### src/rtl/core/xkdc_pkg.sv
// ----------------------------------------------------------------------------
// xkdc_pkg
// Shared types, constants and functions of the keystream decryptor with
// CRC-32 check.
// ----------------------------------------------------------------------------
package xkdc_pkg;

    // configuration port geometry
    localparam int unsigned ADDR_W = 4;
    localparam int unsigned DATA_W = 32;

    // crc-32, reflected form
    localparam logic [31:0] CRC_INIT = 32'hFFFF_FFFF;
    localparam logic [31:0] CRC_POLY = 32'hEDB8_8320;

    // linear congruential term of the keystream
    localparam logic [31:0] LCG_MUL = 32'd1103515245;
    localparam logic [31:0] LCG_ADD = 32'd12345;

    // register word index (byte address / 4)
    typedef enum logic [1:0] {
        REG_KEY_WORD     = 2'd0,
        REG_TARGET_IDENT = 2'd1,
        REG_EXPECTED_CRC = 2'd2
    } xkdc_reg_addr_t;

    // configuration handed from the register file to the datapath
    typedef struct packed {
        logic [31:0] key_word;
        logic [31:0] target_ident;
        logic [31:0] expected_crc;
    } xkdc_cfg_t;

    // fold a 32-bit word down to the keystream byte
    function automatic logic [7:0] ks_fold(input logic [31:0] x);
        logic [31:0] y;
        logic [31:0] z;
        y = x ^ (x >> 16);
        z = y ^ (y >> 8);
        return z[7:0];
    endfunction

    // one byte through the reflected crc-32, eight bit steps unrolled
    function automatic logic [31:0] crc32_byte(input logic [31:0] crc_in,
                                               input logic [7:0]  data);
        logic [31:0] c;
        c = crc_in ^ {24'd0, data};
        for (int k = 0; k < 8; k++) begin
            c = (c >> 1) ^ (c[0] ? CRC_POLY : 32'd0);
        end
        return c;
    endfunction

endpackage

### src/rtl/core/xkdc_apb_regs.sv
// ----------------------------------------------------------------------------
// xkdc_apb_regs
// Configuration register file behind an APB-style port: key word, target
// identifier and expected CRC.
// ----------------------------------------------------------------------------
module xkdc_apb_regs
    import xkdc_pkg::*;
(
    input  logic              clk,
    input  logic              rst_n,
    input  logic              psel,
    input  logic              penable,
    input  logic              pwrite,
    input  logic [ADDR_W-1:0] paddr,
    input  logic [DATA_W-1:0] pwdata,
    output logic [DATA_W-1:0] prdata,
    output logic              pready,
    output xkdc_cfg_t         cfg
);

    xkdc_cfg_t      cfg_reg;
    xkdc_cfg_t      cfg_next;
    xkdc_reg_addr_t addr;
    logic           wr_en;

    assign pready = 1'b1;
    assign addr   = xkdc_reg_addr_t'(paddr[ADDR_W-1:2]);
    assign wr_en  = psel && penable && pwrite && pready;
    assign cfg    = cfg_reg;

    // write decode, unmapped words are ignored
    always_comb
    begin
        cfg_next = cfg_reg;
        if (wr_en)
        begin
            case (addr)
                REG_KEY_WORD:     cfg_next.key_word     = pwdata;
                REG_TARGET_IDENT: cfg_next.target_ident = pwdata;
                REG_EXPECTED_CRC: cfg_next.expected_crc = pwdata;
                default:          cfg_next = cfg_reg;
            endcase
        end
    end

    // read mux
    always_comb
    begin
        case (addr)
            REG_KEY_WORD:     prdata = cfg_reg.key_word;
            REG_TARGET_IDENT: prdata = cfg_reg.target_ident;
            REG_EXPECTED_CRC: prdata = cfg_reg.expected_crc;
            default:          prdata = '0;
        endcase
    end

    // register storage
    always_ff @(posedge clk or negedge rst_n)
    begin
        if (!rst_n)
        begin
            cfg_reg <= '0;
        end
        else
        begin
            cfg_reg <= cfg_next;
        end
    end

endmodule

### src/rtl/core/xor_keystream_decrypt_crc32_check_top.sv
// ----------------------------------------------------------------------------
// xor_keystream_decrypt_crc32_check_top
// Byte-wise XOR keystream decryptor with a running CRC-32 over the plain
// bytes and a pass/fail check against an expected CRC at the package end.
// ----------------------------------------------------------------------------
// The block takes one cipher byte per cycle unless an output stall holds it,
// and returns one plain byte per transaction. The cipher byte is registered in
// the first stage on acceptance, and its result is registered in the second.
// The first register stage holds the cipher byte and its keystream byte,
// whose linear congruential term is kept by an adder stepping once per byte;
// the second stage holds the result and runs the eight unrolled CRC-32 bit
// steps and the compare with the expected CRC. Both stages together buffer
// two transactions; once both are full, in_ready follows out_ready in the
// same cycle, so an output stall stops the input at once. On the byte marked
// final the result carries the inverted CRC and the match flag, and the
// position and CRC restart for the next package.
// The user must write the key, target and expected CRC registers only while idle; the block does not enforce this.
module xor_keystream_decrypt_crc32_check_top
    import xkdc_pkg::*;
(
    input  logic              clk,
    input  logic              rst_n,
    // configuration port
    input  logic              psel,
    input  logic              penable,
    input  logic              pwrite,
    input  logic [ADDR_W-1:0] paddr,
    input  logic [DATA_W-1:0] pwdata,
    output logic [DATA_W-1:0] prdata,
    output logic              pready,
    // input channel
    input  logic              in_valid,
    output logic              in_ready,
    input  logic [7:0]        cipher_byte,
    input  logic              final_byte,
    // output channel
    output logic              out_valid,
    input  logic              out_ready,
    output logic [7:0]        plain_byte,
    output logic              is_last,
    output logic [31:0]       crc_value,
    output logic              crc_match
);

    xkdc_cfg_t   cfg;

    logic        in_accept;
    logic        s1_adv;

    logic [31:0] lcg_reg;
    logic [31:0] lcg_next;
    logic        s1_valid_reg;
    logic        s1_valid_next;
    logic [7:0]  s1_cipher_reg;
    logic [7:0]  s1_ks_reg;
    logic        s1_final_reg;

    logic [31:0] crc_reg;
    logic [31:0] crc_next;
    logic [7:0]  plain_comb;
    logic [31:0] crc_step;
    logic [31:0] crc_final;
    logic        out_valid_reg;
    logic        out_valid_next;
    logic [7:0]  plain_reg;
    logic        last_reg;
    logic [31:0] crc_value_reg;
    logic        crc_match_reg;

    // configuration registers
    xkdc_apb_regs u_regs (
        .clk     (clk),
        .rst_n   (rst_n),
        .psel    (psel),
        .penable (penable),
        .pwrite  (pwrite),
        .paddr   (paddr),
        .pwdata  (pwdata),
        .prdata  (prdata),
        .pready  (pready),
        .cfg     (cfg)
    );

    // handshake between stages
    assign s1_adv    = s1_valid_reg && (!out_valid_reg || out_ready);
    assign in_ready  = !s1_valid_reg || s1_adv;
    assign in_accept = in_valid && in_ready;

    // stage 1: position term and stage valid
    always_comb
    begin
        lcg_next = lcg_reg;
        if (in_accept)
        begin
            lcg_next = final_byte ? LCG_ADD : (lcg_reg + LCG_MUL);
        end

        if (in_accept)
        begin
            s1_valid_next = 1'b1;
        end
        else if (s1_adv)
        begin
            s1_valid_next = 1'b0;
        end
        else
        begin
            s1_valid_next = s1_valid_reg;
        end
    end

    always_ff @(posedge clk or negedge rst_n)
    begin
        if (!rst_n)
        begin
            lcg_reg      <= LCG_ADD;
            s1_valid_reg <= 1'b0;
        end
        else
        begin
            lcg_reg      <= lcg_next;
            s1_valid_reg <= s1_valid_next;
        end
    end

    // stage 1 payload: cipher byte and its keystream byte
    always_ff @(posedge clk)
    begin
        if (in_accept)
        begin
            s1_cipher_reg <= cipher_byte;
            s1_ks_reg     <= ks_fold(cfg.key_word ^ cfg.target_ident ^ lcg_reg);
            s1_final_reg  <= final_byte;
        end
    end

    // stage 2: decrypt, crc update and check
    always_comb
    begin
        plain_comb = s1_cipher_reg ^ s1_ks_reg;
        crc_step   = crc32_byte(crc_reg, plain_comb);
        crc_final  = ~crc_step;

        crc_next = crc_reg;
        if (s1_adv)
        begin
            crc_next = s1_final_reg ? CRC_INIT : crc_step;
        end

        if (s1_adv)
        begin
            out_valid_next = 1'b1;
        end
        else if (out_ready)
        begin
            out_valid_next = 1'b0;
        end
        else
        begin
            out_valid_next = out_valid_reg;
        end
    end

    always_ff @(posedge clk or negedge rst_n)
    begin
        if (!rst_n)
        begin
            crc_reg       <= CRC_INIT;
            out_valid_reg <= 1'b0;
        end
        else
        begin
            crc_reg       <= crc_next;
            out_valid_reg <= out_valid_next;
        end
    end

    // result register, crc fields zero except on the final byte
    always_ff @(posedge clk)
    begin
        if (s1_adv)
        begin
            plain_reg     <= plain_comb;
            last_reg      <= s1_final_reg;
            crc_value_reg <= s1_final_reg ? crc_final : 32'd0;
            crc_match_reg <= s1_final_reg && (crc_final == cfg.expected_crc);
        end
    end

    assign out_valid  = out_valid_reg;
    assign plain_byte = plain_reg;
    assign is_last    = last_reg;
    assign crc_value  = crc_value_reg;
    assign crc_match  = crc_match_reg;

    // checks
    a_stall_full: assert property (@(posedge clk) disable iff (!rst_n)
        !in_ready |-> (s1_valid_reg && out_valid_reg))
        else $error("input stalled while a stage is free");

    a_pos_restart: assert property (@(posedge clk) disable iff (!rst_n)
        (in_accept && final_byte) |=> (lcg_reg == LCG_ADD))
        else $error("position term not restarted after final byte");

    a_crc_restart: assert property (@(posedge clk) disable iff (!rst_n)
        (s1_adv && s1_final_reg) |=> (crc_reg == CRC_INIT))
        else $error("crc not restarted after final byte");

    a_crc_fields_idle: assert property (@(posedge clk) disable iff (!rst_n)
        (out_valid && !is_last) |-> ((crc_value == 32'd0) && !crc_match))
        else $error("crc fields set on a byte that is not the last");

endmodule
### config.mk
export PLATFORM = sky130hd
export DESIGN_NAME = xor_keystream_decrypt_crc32_check_top
export DESIGN_NICKNAME = d
export VERILOG_FILES = /design/src/rtl/core/xkdc_pkg.sv /design/src/rtl/core/xkdc_apb_regs.sv /design/src/rtl/core/xor_keystream_decrypt_crc32_check_top.sv
export SDC_FILE = /design/constraint.sdc
export NUM_CORES = 1
export LEC_CHECK = 0
export ABC_CLOCK_PERIOD_IN_PS = 4800
export CAP_MARGIN = 20
export CORE_ASPECT_RATIO = 1.25
export CORE_UTILIZATION = 40
export CTS_CLUSTER_DIAMETER = 150
export DETAILED_ROUTE_END_ITERATION = 12
export DONT_BUFFER_PORTS = 1
export PLACE_DENSITY = 0.61
export SLEW_MARGIN = 40
export SYNTH_ARGS = -nofsm -noshare
export SYNTH_HDL_FRONTEND = slang
export SYNTH_SLANG_ARGS = --single-unit
### constraint.sdc
create_clock -name clk -period 4.8 [get_ports clk]
set_input_delay 0.24 -clock clk [delete_from_list [all_inputs] [get_ports clk]]
set_output_delay 0.24 -clock clk [all_outputs]
set_load 0.01 [all_outputs]
# --- After elaboration in Yosys (flattened, before gate mapping) ---
# Cells that the tools add are included.
totals:
  wordCells: 63
  out_inout_bits: 77
  ff_bits: 221
  inputBits: 52
op_classes:
  n_mux: 15
  n_addsub: 1
  n_eq_ne: 3
  bitwise_logic: 15
  reduce_logical: 15
op_table:
  columns: ["operator", "n"]
  rows:
  - ["$mux W32", 10]
  - ["$xor A31 B32 Y32", 8]
  - ["$pmux W32 S3", 1]
  - ["$xor A32 B32 Y32", 2]
  - ["$add A32 B31 Y32 const B", 1]
  - ["$eq A32 B32 Y1", 1]
  - ["$not A32 Y32", 1]
  - ["$xor A32 B8 Y32", 1]
  - ["$xor A16 B16 Y16", 1]
  - ["$xor A8 B8 Y8", 2]
  - ["$reduce_and A2 Y1", 3]
  - ["$logic_and A1 B1 Y1", 5]
  - ["$mux W1", 4]
  - ["$reduce_bool A2 Y1", 2]
  - ["$eq A2 B1 Y1 const B", 1]
  - ["$eq A2 B2 Y1 const B", 1]
  - ["$logic_not A1 Y1", 2]
  - ["$logic_not A2 Y1", 1]
  - ["$logic_or A1 B1 Y1", 2]

# --- Logic depth before layout (Yosys ltp) ---
depth:
  depth_word: 21
  depth_mapped: 9
  mapped_depth_nobuf: 9

# --- By module ---
# From an unflattened synthesis, not the netlist that was laid out.
hier_totals:
  hier_cells: 974
  hier_area_um2: 11604.9
modules_own_cells:
  columns: ["mod", "seq_area_each_um2", "area_each_um2", "cells_each", "instances"]
  rows:
  - ["xor_keystream_decrypt_crc32_check_top", 3470.8, 7231.9, 658, 1]
  - ["xkdc_apb_regs", 2402.3, 4372.9, 316, 1]

# --- Least setup slack after synthesis ---
# No wires, ideal clock.
synth_timing:
  path_kind: "register -> register"
  start: "register s1_ks_reg[0]"
  end: "register crc_match_reg (netlist: crc_match), data pin"
  path_slack_ps: 1911
  synth_period_minus_slack_ps: 2889
  arrival_ps: 2719
  setup_ps: 170
  path_buffers: 1
  required_ps: 4630
  path_stages_with_launch: 10
  path_cell_list: "edfxtp_1 xnor3_1 buf_4 xor2_1 xnor2_1 xor2_1 nand2_1 or3_1 or4_1 nor4_2"
synth_between:
  elab_chain_cells: 15
synth_rtl:
  columns: ["item", "line_no", "text"]
  rows:
  - ["start, declared", "xor_keystream_decrypt_crc32_check_top.sv:55", "logic [7:0] s1_ks_reg;"]
  - ["start signal, assigned", "xor_keystream_decrypt_crc32_check_top.sv:132", "s1_ks_reg <= ks_fold(cfg.key_word ^ cfg.target_ident ^ lcg_reg);"]
  - ["$xor A8 B8 Y8 (*)", "xor_keystream_decrypt_crc32_check_top.sv:140", "plain_comb = s1_cipher_reg ^ s1_ks_reg;"]
  - ["$xor A32 B8 Y32 (*)", "xkdc_pkg.sv:47", "c = crc_in ^ {24'd0, data};"]
  - ["$mux W32 (*)", "xkdc_pkg.sv:49", "c = (c >> 1) ^ (c[0] ? CRC_POLY : 32'd0);"]
  - ["$xor A31 B32 Y32 (*) (6 in a row)", "xkdc_pkg.sv:49", null]
  - ["$mux W32", "xkdc_pkg.sv:49", null]
  - ["$xor A31 B32 Y32 (*) (2 in a row)", "xkdc_pkg.sv:49", null]
  - ["$not A32 Y32 (*)", "xor_keystream_decrypt_crc32_check_top.sv:142", "crc_final = ~crc_step;"]
  - ["$eq A32 B32 Y1 (*)", "xor_keystream_decrypt_crc32_check_top.sv:186", "crc_match_reg <= s1_final_reg && (crc_final == cfg.expected_crc);"]
  - ["$logic_and A1 B1 Y1 (*)", "xor_keystream_decrypt_crc32_check_top.sv:186", null]
  - ["end signal, assigned", "xor_keystream_decrypt_crc32_check_top.sv:186", null]
  - ["end, declared", "xor_keystream_decrypt_crc32_check_top.sv:68", "logic crc_match_reg;"]
# Every way passes the cells marked *; elsewhere a longest branch is shown, timed or not.
# A chain may end at the register's enable or synchronous reset.

# --- Final worst setup path ---
# Ends and elaborated chain as after synthesis.

==> flow_metrics.tcl <==
set metrics [dict create \
    r2r-end "crc_match" \
    cp-end-kind "flip-flop" \
    use_met1_pct 25.56 \
    final_nets 1076 \
    gp_congestion 0.8900 \
    regToRegStartpoint "s1_ks_reg[0]" \
    grt_max_degree 163 \
    min-delay-start "final_byte" \
    synth.distinct_cells 67 \
    syn_avg_cell_area_sq_um 11.70 \
    fmax_mhz 287.5 \
    ant_nets 0 \
    dp_hpwl_mm 20.60 \
    dieArea_sq_mm 0.02962 \
    r2r_cells 7 \
    drive_gt1_share_pct 20.17 \
    synth_cells 989 \
    die_y_microns 192.2 \
    synth_edf_count 59 \
    synth_seq_cells 221 \
    syn_nets 1042 \
    setup_violations 0 \
    synthAdderAreaFrac_pct 0.1081 \
    start_util_pct 40.74 \
    finalHoldViolations 0 \
    period_share_pct 72.45 \
    nFillCells 2589 \
    vias 7535 \
    grtUsageMet2_pct 35.00 \
    rsz0062_at_grt "false" \
    synth_xor_area_share_pct 17.68 \
    cts_root_buf "clkbuf_16" \
    setup_tns_ps 0 \
    core_sq_mm 0.02840 \
    syn_area_sq_mm 0.01157 \
    hp-class "in2reg" \
    status "completed" \
    rows 69 \
    synth.mux.area_fraction_pct 12.37 \
    htreeDepth 1 \
    drv_slew 0 \
    max_slew_margin_pct 49.18 \
    tritoncts "yes" \
    num_io_pins 129 \
    worst_clock_skew_ps 10.30 \
    cts_made_buffers 25 \
    grt_overflow_total 0 \
    clk_latency_ps 530 \
    drtPass1Iterations 5 \
    largest_reg_flops 96 \
    worstSetupStartpoint "s1_ks_reg[0]" \
    ys.flop_type "dfrtp_1" \
    holdWs_ps 17.24 \
    clkTransAtPathRegs_ps 60 \
    ctsLongestPathBuffers 3 \
    layout_min_cycle_time_ps 3478 \
    dr.first_iter.drc_count 473 \
    yosysSeqAreaShare_pct 50.76 \
    startpoint_type "flip-flop" \
    cp.required_ps 5150 \
    finalWirelength_mm 29.79 \
    grt_util_all_layers_pct 20.19 \
    async_flop_share_pct 73.30 \
    tightestPinTransition_ps 762.2 \
    busiest_layer "met2" \
    dieWidth_microns 154.1 \
    synth_compound_area_share_pct 8.964 \
    met3_usage_pct 3.362 \
    path_max_fanout 17 \
    viasPerCell 5.394 \
    crit_type "reg2reg" \
    final_util_pct 46.38 \
    drc 0 \
    area_growth_pct 13.85 \
    grt_first_pass_wirelength_mm 45.41 \
    max_cap_viol_count 0 \
    cts.sink_count 221 \
    rrSetupSlack_ps 1320 \
    synth_warnings 0 \
    synth_top_family_by_area "XOR/XNOR gates" \
    antenna_found_initial 1 \
    wire_per_inst_microns 21.32 \
    crit_end "crc_match" \
    io_buffers 0 \
    synth-simple-area-share_pct 8.121 \
    grt_pass1_vias 7510 \
    cp.arrival_ps 3830 \
]
[logic make-up after synthesis]
family / after synthesis
flops: 221
buf+inv: 58
other cells: 1
fa+ha+maj: 1
compound gates: 176
mux: 131
simple gates: 201
xor+xnor: 200
[stage by stage]
stage,cells,worst slack [ps],instance area (sq um)
global route,1396,1181,13170
floorplan,989,1911,11570
global placement,1304,1331,11900
finish,1397,1322,13170
CTS,1395,1302,13150
detailed placement,1304,1325,11910
[per-layer routing]
metal / part of all wire, % / vias to the layer above
li1: - / 3516
met3: 5.2 / 51
met5: 0 / -
met4: 2.9 / 0
met1: 42 / 3753
met2: 50 / 215
[critical path: stages, from the launching register on]
cell and delay (ps):
edfxtp_1 410, xnor3_1 670, xnor2_4 640, xor2_1 210
xnor2_1 610, xor2_1 120, or3_1 380, nor4_2 260
[cell usage in the layout, fill, tap and decap left out, types with 41 or more instances in the layout]
cell / netlist / layout
o21ai_0: 79 / 79
dlygate4sd3_1: 0 / 44
dfrtp_1: 124 / 124
nand2_1: 71 / 70
edfxtp_1: 59 / 59
xnor2_1: 131 / 131
nor2_1: 54 / 54
a21oi_1: 41 / 41
mux2_2: 95 / 95
xor2_1: 47 / 47
[worst min-delay path by stage]
stage	endpoint	slack, ps	cells past startpoint
2_1_floorplan	lcg_reg[10]	-60	0
3_3_place_gp	lcg_reg[7]	-40	0
3_5_place_dp	lcg_reg[7]	-50	0
4_1_cts	lcg_reg[29]	6	3
5_1_grt	lcg_reg[29]	50	3
6_report	lcg_reg[9]	20	2
[what timing repair did]
item,in CTS,in global routing
hold buffers,46,0
endpoints found under the hold margin,296,0
buffers inserted,0,0
gates resized for setup,0,0
setup endpoints to repair,0,0
[final cells by class]
cell class                      count  area, sq um  share of cell area [%]
Inverter                            9        33.78                  0.2564
Tap cell                          355        444.2                   3.372
Multi-Input combinational cell    710         5493                   41.69
Antenna cell                        1        2.502                 0.01900
Timing Repair Buffer               56        568.0                   4.312
Sequential cell                   221         5873                   44.58
Clock inverter                     10        76.32                  0.5794
Clock buffer                       35        683.2                   5.186
[cells in the mapped netlist (all sizes together) (4+ instances only)]
| master | n | share of area, % |
|---|---|---|
| nand2 | 71 | 2.3 |
| nor2 | 54 | 1.8 |
| xnor3 | 8 | 1.6 |
| dfrtp | 124 | 27 |
| inv | 9 | 0.29 |
| buf | 9 | 0.38 |
| nand2b | 10 | 0.54 |
| nand4 | 4 | 0.22 |
| o22a | 11 | 0.83 |
| xor2 | 51 | 4.3 |
| or3 | 4 | 0.22 |
| o31ai | 9 | 0.58 |
| mux2 | 96 | 9.3 |
| o21ai | 81 | 3.5 |
| a21oi | 41 | 1.8 |
| a31oi | 5 | 0.27 |
| xnor2 | 139 | 11 |
| edfxtp | 59 | 15 |
| clkbuf | 40 | 1.3 |
| nor3 | 10 | 0.43 |
| and2 | 23 | 1.2 |
| mux2i | 35 | 3.0 |
| nand3 | 7 | 0.30 |
| dfstp | 38 | 8.6 |
Power is not shown: default switching activity piles up to over one toggle a cycle in this logic, so the estimate is an artifact.
